==> src/rtl/dnsenc_pkg.sv <==
// Shared constants and types for the DNS name wire encoder.
// No dependencies; compiled first.
package dnsenc_pkg;

  localparam int MAX_LABEL = 63;                      // longest label kept
  localparam int CNT_W     = $clog2(MAX_LABEL + 1);   // label length width
  localparam logic [7:0] DOT_CHAR = 8'd46;            // label separator

  // Control from the sequencer to the label cell row.
  typedef struct packed {
    logic             append;   // write wr_byte into the cell at count
    logic             shift;    // every cell takes its upper neighbor's word, the top cell zero
    logic [CNT_W-1:0] count;    // characters held for the current label
    logic [7:0]       wr_byte;  // character to store
  } chain_ctl_t;

endpackage

==> src/rtl/dnsenc_ifs.sv <==
// Valid/ready channel interfaces for the encoder's input and result words.
// No dependencies.
interface dnsenc_in_if;
  logic       valid;
  logic       ready;
  logic       cmd;
  logic [7:0] char_byte;

  modport source (output valid, cmd, char_byte, input ready);
  modport sink   (input valid, cmd, char_byte, output ready);
endinterface

interface dnsenc_out_if;
  logic       valid;
  logic       ready;
  logic [7:0] out_byte;
  logic       last;
  logic       label_overflow;

  modport source (output valid, out_byte, last, label_overflow, input ready);
  modport sink   (input valid, out_byte, last, label_overflow, output ready);
endinterface

==> src/rtl/dnsenc_cell.sv <==
// One byte cell of the label buffer row.
// No dependencies; uses nothing from dnsenc_pkg.
module dnsenc_cell (
  input  logic       clk,
  input  logic       wr_en,
  input  logic       shift_en,
  input  logic [7:0] wr_byte,
  input  logic [7:0] nbr_byte,
  output logic [7:0] cell_byte
);

  logic [7:0] byte_r;

  // payload only, no reset
  always_ff @(posedge clk) begin
    if (wr_en) begin
      byte_r <= wr_byte;
    end else if (shift_en) begin
      byte_r <= nbr_byte;
    end
  end

  assign cell_byte = byte_r;

endmodule

==> src/rtl/dnsenc_chain.sv <==
// Row of MAX_LABEL byte cells holding the current label, oldest at cell 0.
// Depends on dnsenc_pkg and dnsenc_cell.
module dnsenc_chain
  import dnsenc_pkg::*;
(
  input  logic       clk,
  input  chain_ctl_t ctl,
  output logic [7:0] head_byte
);

  logic [7:0] cell_q [MAX_LABEL];

  for (genvar i = 0; i < MAX_LABEL; i++) begin : g_cell
    logic [7:0] nbr;
    logic       sel;

    // a cell loads when the append points at its slot
    assign sel = ctl.append && (ctl.count == CNT_W'(i));

    if (i == MAX_LABEL - 1) begin : g_top
      assign nbr = '0;
    end else begin : g_mid
      assign nbr = cell_q[i+1];
    end

    dnsenc_cell u_cell (
      .clk       (clk),
      .wr_en     (sel),
      .shift_en  (ctl.shift),
      .wr_byte   (ctl.wr_byte),
      .nbr_byte  (nbr),
      .cell_byte (cell_q[i])
    );
  end

  assign head_byte = cell_q[0];

endmodule

==> src/rtl/dns_name_wire_encoder.sv <==
// DNS name to wire form encoder: top level with sequencer and output register.
// Depends on dnsenc_pkg, dnsenc_ifs and dnsenc_chain.
//
// A dotted name enters one character word at a time (cmd = 0) and is closed by
// an end word (cmd = 1). Label characters go into a row of 63 byte cells and
// produce nothing; a dot or the end word sends the length byte and then the
// label bytes out, one result word per cycle while the sink is ready, the
// cell row shifting toward its head so each byte is replayed from cell 0. A
// character word leaves the input open unless a held-back root zero must go out
// first; a dot or end word closes the input until the bytes it sends, behind any
// held-back root zero, have all entered the single-byte output register. The
// final byte of a name carries last. A leading
// dot holds back a zero byte: the name "." gives a single zero with last, and
// an empty name gives one zero with last. A label longer than 63 characters
// keeps its first 63, reports 63 as its length and flags label_overflow on
// every byte of that label. The input is taken again while the final result
// word still waits in the output register. No start-up pass after reset.
module dns_name_wire_encoder
  import dnsenc_pkg::*;
(
  input  logic               clk,
  input  logic               rst_n,
  dnsenc_in_if.sink          in_ch,
  dnsenc_out_if.source       out_ch
);

  localparam logic [1:0] ST_IDLE  = 2'd0;  // taking words
  localparam logic [1:0] ST_ROOTZ = 2'd1;  // send held-back root zero
  localparam logic [1:0] ST_LEN   = 2'd2;  // send length byte
  localparam logic [1:0] ST_DATA  = 2'd3;  // replay label bytes

  logic [1:0]       state_r, state_nxt;
  logic [CNT_W-1:0] count_r, count_nxt;    // label length, then bytes left
  logic             ovf_r, ovf_nxt;        // current label lost characters
  logic             chars_r, chars_nxt;    // something came in this name
  logic             root_r, root_nxt;      // leading dot zero held back
  logic             end_r, end_nxt;        // flush closes the name
  logic             flush_r, flush_nxt;    // root zero followed by a flush

  logic             ov_r, ov_nxt;          // output word valid
  logic [7:0]       ob_r, ob_nxt;
  logic             ol_r, ol_nxt;
  logic             oo_r, oo_nxt;

  chain_ctl_t       ctl;
  logic [7:0]       head_byte;
  logic             acc, is_dot, emit_go;

  assign in_ch.ready = (state_r == ST_IDLE);
  assign acc         = in_ch.valid && in_ch.ready;
  assign is_dot      = (in_ch.char_byte == DOT_CHAR);
  assign emit_go     = !ov_r || out_ch.ready;

  always_comb begin
    state_nxt   = state_r;
    count_nxt   = count_r;
    ovf_nxt     = ovf_r;
    chars_nxt   = chars_r;
    root_nxt    = root_r;
    end_nxt     = end_r;
    flush_nxt   = flush_r;
    ctl.append  = 1'b0;
    ctl.shift   = 1'b0;
    ctl.count   = count_r;
    ctl.wr_byte = in_ch.char_byte;
    ov_nxt      = ov_r && !out_ch.ready;
    ob_nxt      = ob_r;
    ol_nxt      = ol_r;
    oo_nxt      = oo_r;

    case (state_r)
      ST_IDLE: begin
        if (acc) begin
          if (in_ch.cmd) begin
            chars_nxt = 1'b0;
            root_nxt  = 1'b0;
            end_nxt   = 1'b1;
            flush_nxt = 1'b0;
            state_nxt = root_r ? ST_ROOTZ : ST_LEN;
          end else if (is_dot && !chars_r) begin
            // leading dot: zero byte waits to see what follows
            chars_nxt = 1'b1;
            root_nxt  = 1'b1;
          end else begin
            chars_nxt = 1'b1;
            root_nxt  = 1'b0;
            end_nxt   = 1'b0;
            flush_nxt = is_dot;
            if (root_r) begin
              state_nxt = ST_ROOTZ;
            end else if (is_dot) begin
              state_nxt = ST_LEN;
            end
            if (!is_dot) begin
              if (count_r < CNT_W'(MAX_LABEL)) begin
                ctl.append = 1'b1;
                count_nxt  = count_r + 1'b1;
              end else begin
                ovf_nxt = 1'b1;
              end
            end
          end
        end
      end
      ST_ROOTZ: begin
        if (emit_go) begin
          ov_nxt    = 1'b1;
          ob_nxt    = '0;
          ol_nxt    = end_r;
          oo_nxt    = 1'b0;
          state_nxt = flush_r ? ST_LEN : ST_IDLE;
        end
      end
      ST_LEN: begin
        if (emit_go) begin
          ov_nxt = 1'b1;
          ob_nxt = 8'(count_r);
          ol_nxt = end_r && (count_r == '0);
          oo_nxt = ovf_r;
          if (count_r == '0) begin
            state_nxt = ST_IDLE;
            ovf_nxt   = 1'b0;
          end else begin
            state_nxt = ST_DATA;
          end
        end
      end
      ST_DATA: begin
        if (emit_go) begin
          ov_nxt    = 1'b1;
          ob_nxt    = head_byte;
          ol_nxt    = end_r && (count_r == CNT_W'(1));
          oo_nxt    = ovf_r;
          ctl.shift = 1'b1;
          count_nxt = count_r - 1'b1;
          if (count_r == CNT_W'(1)) begin
            state_nxt = ST_IDLE;
            ovf_nxt   = 1'b0;
          end
        end
      end
      default: begin
        state_nxt = ST_IDLE;
      end
    endcase
  end

  always_ff @(posedge clk) begin
    if (!rst_n) begin
      state_r <= ST_IDLE;
      count_r <= '0;
      ovf_r   <= 1'b0;
      chars_r <= 1'b0;
      root_r  <= 1'b0;
      end_r   <= 1'b0;
      flush_r <= 1'b0;
      ov_r    <= 1'b0;
    end else begin
      state_r <= state_nxt;
      count_r <= count_nxt;
      ovf_r   <= ovf_nxt;
      chars_r <= chars_nxt;
      root_r  <= root_nxt;
      end_r   <= end_nxt;
      flush_r <= flush_nxt;
      ov_r    <= ov_nxt;
    end
  end

  // result payload, no reset
  always_ff @(posedge clk) begin
    ob_r <= ob_nxt;
    ol_r <= ol_nxt;
    oo_r <= oo_nxt;
  end

  dnsenc_chain u_chain (
    .clk       (clk),
    .ctl       (ctl),
    .head_byte (head_byte)
  );

  assign out_ch.valid          = ov_r;
  assign out_ch.out_byte       = ob_r;
  assign out_ch.last           = ol_r;
  assign out_ch.label_overflow = oo_r;

endmodule

==> src/flat_wrapper.sv <==
// flat-port wrapper written by rule: the top's interface ports become plain ports
module dns_name_wire_encoder_flat import dnsenc_pkg::*;
  (clk, rst_n, in_ch_valid, in_ch_cmd, in_ch_char_byte, in_ch_ready, out_ch_valid, out_ch_out_byte, out_ch_last, out_ch_label_overflow, out_ch_ready);
  dnsenc_in_if in_ch_i ();
  dnsenc_out_if out_ch_i ();
  input  logic clk;
  input  logic rst_n;
  input wire logic [$bits(in_ch_i.valid)-1:0] in_ch_valid;
  input wire logic [$bits(in_ch_i.cmd)-1:0] in_ch_cmd;
  input wire logic [$bits(in_ch_i.char_byte)-1:0] in_ch_char_byte;
  output wire logic [$bits(in_ch_i.ready)-1:0] in_ch_ready;
  output wire logic [$bits(out_ch_i.valid)-1:0] out_ch_valid;
  output wire logic [$bits(out_ch_i.out_byte)-1:0] out_ch_out_byte;
  output wire logic [$bits(out_ch_i.last)-1:0] out_ch_last;
  output wire logic [$bits(out_ch_i.label_overflow)-1:0] out_ch_label_overflow;
  input wire logic [$bits(out_ch_i.ready)-1:0] out_ch_ready;
  assign in_ch_i.valid = in_ch_valid;
  assign in_ch_i.cmd = in_ch_cmd;
  assign in_ch_i.char_byte = in_ch_char_byte;
  assign in_ch_ready = in_ch_i.ready;
  assign out_ch_valid = out_ch_i.valid;
  assign out_ch_out_byte = out_ch_i.out_byte;
  assign out_ch_last = out_ch_i.last;
  assign out_ch_label_overflow = out_ch_i.label_overflow;
  assign out_ch_i.ready = out_ch_ready;
  dns_name_wire_encoder u_core (.clk(clk), .rst_n(rst_n), .in_ch(in_ch_i), .out_ch(out_ch_i));
endmodule
==> config.mk <==
export PLATFORM = sky130hd
export DESIGN_NAME = dns_name_wire_encoder_flat
export DESIGN_NICKNAME = d
export VERILOG_FILES = /design/src/rtl/dnsenc_pkg.sv /design/src/rtl/dnsenc_ifs.sv /design/src/rtl/dnsenc_cell.sv /design/src/rtl/dnsenc_chain.sv /design/src/rtl/dns_name_wire_encoder.sv /design/src/flat_wrapper.sv
export SDC_FILE = /design/constraint.sdc
export NUM_CORES = 1
export LEC_CHECK = 0
export BUFFER_PORTS_ARGS = -buffer_cell sky130_fd_sc_hd__buf_2
export CAP_MARGIN = 5
export CORE_AREA = 2 2 223 225
export CTS_CLUSTER_DIAMETER = 120
export DETAILED_ROUTE_END_ITERATION = 10
export DIE_AREA = 0 0 225 227
export PLACE_DENSITY = 0.66
export SETUP_SLACK_MARGIN = 0.15
export SLEW_MARGIN = 20
export SYNTH_ARGS = -nofsm -noshare
export SYNTH_HDL_FRONTEND = slang
export SYNTH_SLANG_ARGS = --single-unit
==> constraint.sdc <==
create_clock -name clk -period 4.7 [get_ports clk]
set_clock_uncertainty 0.05 [all_clocks]
set_input_delay 0 -clock clk [delete_from_list [all_inputs] [get_ports clk]]
set_output_delay 0 -clock clk [all_outputs]
set_load 0.02 [all_outputs]
======== Yosys cells after proc, flatten, opt, wreduce, memory -nomap -nowiden ========
Index checks and enable logic that the tools add are counted.
cells by class
  add/subtract/negate cells ............... 2
  magnitude comparators ................... 1
  equality and inequality tests ........... 81
  multiplexer cells ....................... 184
  reductions and logical operators ........ 150
operators with widths
  operator                                                                 number
  8-bit two-way mux                                                        129
  6-bit equality test, second input constant                               31
  2-bit nonzero test                                                       65
  6-bit by 5-bit equality test with 1-bit output, second input constant    16
  1-bit logical AND                                                        68
  6-bit by 4-bit equality test with 1-bit output, second input constant    8
  6-bit two-way mux                                                        6
  1-bit two-way mux                                                        31
  6-bit by 3-bit equality test with 1-bit output, second input constant    4
  2-bit two-way mux                                                        12
  8-bit case mux with 3 select lines                                       1
  2-bit inequality test, second input constant                             7
  7-bit AND reduction                                                      2
  6-bit by 2-bit equality test with 1-bit output, second input constant    2
  2-bit by 1-bit inequality test with 1-bit output, second input constant  6
  6-bit case mux with 2 select lines                                       1
  10-bit AND reduction                                                     1
  8-bit by 6-bit equality test with 1-bit output, second input constant    1
  2-bit case mux with 4 select lines                                       1
  6-bit by 1-bit adder with 6-bit output, second input constant            1
  6-bit by 1-bit equality test with 1-bit output, second input constant    1
  6-bit logical NOT                                                        1
  6-bit less-than comparator, second input constant                        1
  1-bit case mux with 3 select lines                                       2
  other kinds (15)                                                         20
storage, ports and cells
  register bits after elaboration ......... 528
  input port bits ......................... 13
  output and inout bits ................... 12
  logic and storage cells ................. 492

======== Depth between registers and ports, before layout ========
  word-level depth ........................ 9
  mapped depth ............................ 8
  mapped depth without buffers ............ 6

======== Hierarchy ========
From an unflattened synthesis, not the netlist that was laid out.
second synthesis, totals
  cell total of the unflattened synthesis .. 1370
  area total of the unflattened synthesis .. 25649.6 um^2
modules (own cells, without submodules)
  module                 times used  cells an instance  area an instance (um^2)  seq. area each (um^2)
  dnsenc_cell            63          18                 377.9                    240.2
  dns_name_wire_encoder  1           143                1375.1                   580.6
  dnsenc_chain           1           93                 469.2                    0.0

======== Least setup slack after synthesis ========
OpenSTA, ideal clock, no wires.
  path kind ............................... reg2reg
  start point ............................. register u_core.state_r[1]
  end point ............................... register u_core.u_chain.g_cell[48].u_cell.byte_r[0], enable pin
  library setup time ...................... 0.384 ns
  data arrival time ....................... 2.240 ns
  required time ........................... 4.266 ns
  slack ................................... 2.026 ns
  stages on the path, launching flop included .. 8
  path buffers ............................ 3
  period minus slack after synthesis ...... 2.674 ns
  cell sequence ........................... dfxtp_1 nor4b_4 o21ai_4 or2_1 buf_4 buf_12 clkbuf_2 o21ai_0
on the way
  longest elaborated chain between the ends .. 6
  elaborated cells on any way between the ends .. 8
  those cells by class .................... eq/ne: 1; mux: 3; reduce/logical: 4
ends and longest elaborated chain
  item                              line                                                      text
  start: declaration                dns_name_wire_encoder.sv:32                               logic [1:0] state_r, state_nxt;
  start signal: assignment          dns_name_wire_encoder.sv:159                              state_r <= state_nxt;
  2-bit logical NOT                 dns_name_wire_encoder.sv:49, dns_name_wire_encoder.sv:71
  1-bit logical AND                 dns_name_wire_encoder.sv:50                               assign acc = in_ch.valid && in_ch.ready;
  1-bit two-way mux                 dns_name_wire_encoder.sv:73                               if (acc) begin
  1-bit two-way mux                 dns_name_wire_encoder.sv:71                               case (state_r)
  1-bit logical AND                 dnsenc_chain.sv:18                                        assign sel = ctl.append && (ctl.count == CNT_W'(i));
  2-bit nonzero test (no line) (*)  n/a
  end signal: assignment            dnsenc_cell.sv:17                                         byte_r <= wr_byte;
  end signal: assignment            dnsenc_cell.sv:19                                         byte_r <= nbr_byte;
  end: declaration                  dnsenc_cell.sv:12                                         logic [7:0] byte_r;
Mark *: on every way between the ends. The rest lies on a longest branch, timed or not.
A chain may end at the register's enable or synchronous reset.

======== Worst setup path in the final report ========
  start point ............................. register u_core.state_r[0]
  end point ............................... register u_core.u_chain.g_cell[58].u_cell.byte_r[1], enable pin
on the way
  longest elaborated chain between the ends .. 6
  elaborated cells on any way between the ends .. 8
  those cells by class .................... eq/ne: 1; mux: 3; reduce/logical: 4
ends and longest elaborated chain
  item                              line
  2-bit logical NOT                 dns_name_wire_encoder.sv:49, dns_name_wire_encoder.sv:71
  1-bit logical AND                 dns_name_wire_encoder.sv:50
  1-bit two-way mux                 dns_name_wire_encoder.sv:73
  1-bit two-way mux                 dns_name_wire_encoder.sv:71
  1-bit logical AND                 dnsenc_chain.sv:18
  2-bit nonzero test (no line) (*)  n/a
  end signal: assignment            dnsenc_cell.sv:17
  end signal: assignment            dnsenc_cell.sv:19
  end: declaration                  dnsenc_cell.sv:12
Marks and branches as above.

==> impl_metrics.tcl <==
set metrics [dict create \
    post_cts.resized_instances 0 \
    design.die.area_sq_um 51080 \
    postCtsSetupRepairBufs 0 \
    multi_input_comb_area_sq_um 7533 \
    area_share_of_the_leading_cell_type_in_the_synthesized_netlist_pct 65.24 \
    first_global_vias 12146 \
    cts_buffers 54 \
    htreeDepth 2 \
    worstRegToRegCells 4 \
    placed_cells_incl_taps 1963 \
    critPathSlowestCell "sky130_fd_sc_hd__o21ai_0" \
    seq_area_sq_um 15720 \
    power-per-cell-area_nw_per_um2 373.1 \
    core.rowCount 81 \
    worstSkewPairLatency_ns 0.59 \
    first_pass_iters 5 \
    post_synth_num_cell_types 56 \
    r2r-start "u_core.state_r[0]" \
    series_of_cell_instances_along_the_critical_path "nor4b_4 > o21ai_4 > or2_2 > o21ai_0" \
    synthTopCellsByArea "sky130_fd_sc_hd__edfxtp_1 65%, sky130_fd_sc_hd__mux2_2 22%, sky130_fd_sc_hd__mux2_4 2.5%, sky130_fd_sc_hd__clkbuf_1 1.2%, sky130_fd_sc_hd__dfxtp_1 1.2%" \
    antenna_cells_inserted 0 \
    antenna_left 0 \
    crit_start "u_core.state_r[0]" \
    post_syn_area_per_cell_sq_um 17.01 \
    post_synth_instance_area_sq_um 23660 \
    n_fill_cell 3803 \
    timing.critical_path.slowest_cell_delay_ns 1.01 \
    finalCritPeriodShare_pct 72.86 \
    wl_met3_um 2277 \
    ios 25 \
    dr.max_layer_used "met4" \
    hold_violations 0 \
    start_kind "register" \
    status "finished clean" \
    type_of_the_tightest_min_delay_check "input pin to register" \
    setup_repair_after_global_routing_missed_its_margin "no" \
    synthArstFlopShare_pct 0 \
    drc 0 \
    clock_sink_count 528 \
    max_cap_violations 0 \
    post-route-min-period_ns 3.425 \
    chipHeight_um 227 \
    timing.hold.worst_endpoint "u_core.u_chain.g_cell[62].u_cell.cell_byte[6]" \
    route.layer.met1.wl_um 21660 \
    synth_edf_count 514 \
    drt_iter0_markers 1091 \
    synthToLayoutAreaGrowth_pct 10.58 \
    worst_slew_margin_rel_pct 23.75 \
    final_max_slew_viol_count 0 \
    synth_top_cell_by_area "sky130_fd_sc_hd__edfxtp_1" \
    setup.worst_path.end_class "register" \
    cts.clk_slew.worst_paths_ns 0.06 \
    post-synth-top-count-cell "sky130_fd_sc_hd__edfxtp_1" \
    timing.hold.worst.start "in_ch_char_byte[6]" \
    number_of_antenna_violations_at_the_first_check_in_global_routing 0 \
    syn_nets 1409 \
    global_route.usage.total_pct 18.93 \
    setup.reg_to_reg.worst_slack_ns 1.28 \
    cts_max_path_buffers 3 \
    timing.hold.worst_path_depth 2 \
    cellLeakagePower_nw 8.779 \
    yosys_most_used_dff "sky130_fd_sc_hd__edfxtp_1" \
    met2_length_um 22580 \
    stdcell_count 2071 \
    dpl.hpwl_um 27990 \
    critical_path.max_fanout 22 \
    ir_worst_vdd_v 0.0002518 \
    synthesis.instances 1391 \
    cts_tree "built" \
    routed_via_density 5.702 \
    fp.coreArea_sq_um 48550 \
    worst_ep_required_time_ns 4.86 \
    nets 1427 \
    cts.hold.buffers_added 12 \
    final_layout_size_suffix_gt1_share_pct 45.96 \
    drt-total-wl_um 47530 \
    die_x_um 225 \
    post_drt_wl_per_cell_um 22.95 \
    port_buffers 24 \
    endpoints_failing_setup 0 \
    clock_tree.root_cell "sky130_fd_sc_hd__clkbuf_16" \
    initial_util_pct 48.73 \
    timing_worst_setup_path_type "register to register" \
    ys_seq_elements 528 \
    synthesis.yosys.warnings 0 \
    fmax_mhz 292.0 \
    gp_congestion 0.8388 \
    vias 11809 \
    setup_total_negative_slack_ns 0 \
    grt_max_degree 65 \
    synth_seq_area_share_pct 66.43 \
    grt_first_pass_wirelength_um 73100 \
    r2r_end "u_core.u_chain.g_cell[58].u_cell.cell_byte[1]" \
    yosys-top-cells-count "514 x sky130_fd_sc_hd__edfxtp_1, 456 x sky130_fd_sc_hd__mux2_2, 78 x sky130_fd_sc_hd__clkbuf_1" \
    gr-total-overflow 0 \
    critPathArrivalTime_ns 3.59 \
    worstMarginPinSlew_ns 1.144 \
]
[report_power, final]
group          leakage (nW)  switching, mW  total (mW)  internal, mW
Combinational          3.18          0.235       0.326        0.0910
Clock                 0.838           1.74        4.25          2.51
Sequential             4.76         0.0266        5.19          5.16
[sequential cells by signal (all words and copies together), names as in the netlist]
| register | count |
|---|---|
| u_core.state_r | 2 |
| u_core.root_r | 1 |
| u_core.out_ch.valid | 1 |
| u_core.out_ch.last | 1 |
| u_core.ovf_r | 1 |
| u_core.end_r | 1 |
| u_core.flush_r | 1 |
| u_core.out_ch.out_byte | 8 |
| u_core.count_r | 6 |
| u_core.u_chain.g_cell.u_cell.cell_byte | 504 |
| u_core.out_ch.label_overflow | 1 |
| u_core.chars_r | 1 |
[placed cells by master (no fill, tap or decap), types with 7 or more instances in the layout]
master,Yosys,final
sky130_fd_sc_hd__clkinv_1,3,21
sky130_fd_sc_hd__mux2_4,40,40
sky130_fd_sc_hd__and3_1,7,7
sky130_fd_sc_hd__and2_1,11,11
sky130_fd_sc_hd__o21ai_1,0,16
sky130_fd_sc_hd__clkbuf_16,0,55
sky130_fd_sc_hd__nand3_4,7,7
sky130_fd_sc_hd__mux2_2,456,456
sky130_fd_sc_hd__dlygate4sd3_1,0,12
sky130_fd_sc_hd__buf_2,9,24
sky130_fd_sc_hd__buf_4,1,18
sky130_fd_sc_hd__clkbuf_1,78,10
sky130_fd_sc_hd__o21ai_0,37,21
sky130_fd_sc_hd__nand3_1,17,17
sky130_fd_sc_hd__nand2b_1,7,7
sky130_fd_sc_hd__mux2i_1,9,9
sky130_fd_sc_hd__nor2_2,22,22
sky130_fd_sc_hd__a21oi_1,7,7
sky130_fd_sc_hd__nand2_1,59,58
sky130_fd_sc_hd__nor2_8,8,8
sky130_fd_sc_hd__bufinv_16,0,7
sky130_fd_sc_hd__dfxtp_1,14,14
sky130_fd_sc_hd__edfxtp_1,514,514
sky130_fd_sc_hd__nor2_1,22,22
[layer usage]
metal / vias to the layer above / track usage [%]
met1: 6052 / 26.05
li1: 5388 / -
met5: - / 0
met3: 74 / 3.485
met2: 295 / 31.22
met4: 0 / 4.913
[critical path, delay by kind of cell, from the launching register on]
family	cells	cell delay (ns)
compound gates	2	1.18
simple gates	2	1.21
flops	1	0.57
[how the worst max path moves through the flow]
stage                                                         end  slack [ns]  cells past startpoint
global route        u_core.u_chain.g_cell[58].u_cell.cell_byte[7]        1.12                      4
floorplan           u_core.u_chain.g_cell[48].u_cell.cell_byte[0]        2.03                      7
detailed placement  u_core.u_chain.g_cell[59].u_cell.cell_byte[3]        1.22                      4
finish              u_core.u_chain.g_cell[58].u_cell.cell_byte[1]        1.28                      4
CTS                 u_core.u_chain.g_cell[59].u_cell.cell_byte[0]        1.24                      4
global placement    u_core.u_chain.g_cell[48].u_cell.cell_byte[5]        1.37                      4
[cell families after synthesis]
group	synth area share [%]
buf+inv	1.740
simple gates	5.299
fa+ha+maj	0.2644
flops	66.43
compound gates	1.571
xor+xnor	0.07406
mux	24.62
[stage by stage]
| stage | worst slack, ns | total power, mW | util, % | cell area (sq um) | hold slack (ns) |
|---|---|---|---|---|---|
| finish | 1.275 | 9.759 | 53.89 | 26160 | 0.07350 |
| global route | 1.121 | 10.05 | 53.89 | 26160 | 0.07283 |
| CTS | 1.236 | 9.832 | 53.89 | 26160 | 0.04403 |
| detailed placement | 1.216 | 5.604 | 50.07 | 24310 | 0.2781 |
| global placement | 1.375 | 5.602 | 50.07 | 24310 | 0.2768 |
| floorplan | 2.026 | 5.485 | - | 23660 | 0.1019 |
[final cells by class]
| cell class | count | area share, % |
|---|---|---|
| sequential | 528 | 60.07 |
| inverter | 7 | 0.1004 |
| clock inverter | 31 | 1.215 |
| multi-input combinational | 764 | 28.80 |
| tap | 622 | 2.975 |
| timing repair buffer | 54 | 1.435 |
| clock buffer | 65 | 5.405 |
Power figures use the tool's default switching activity.
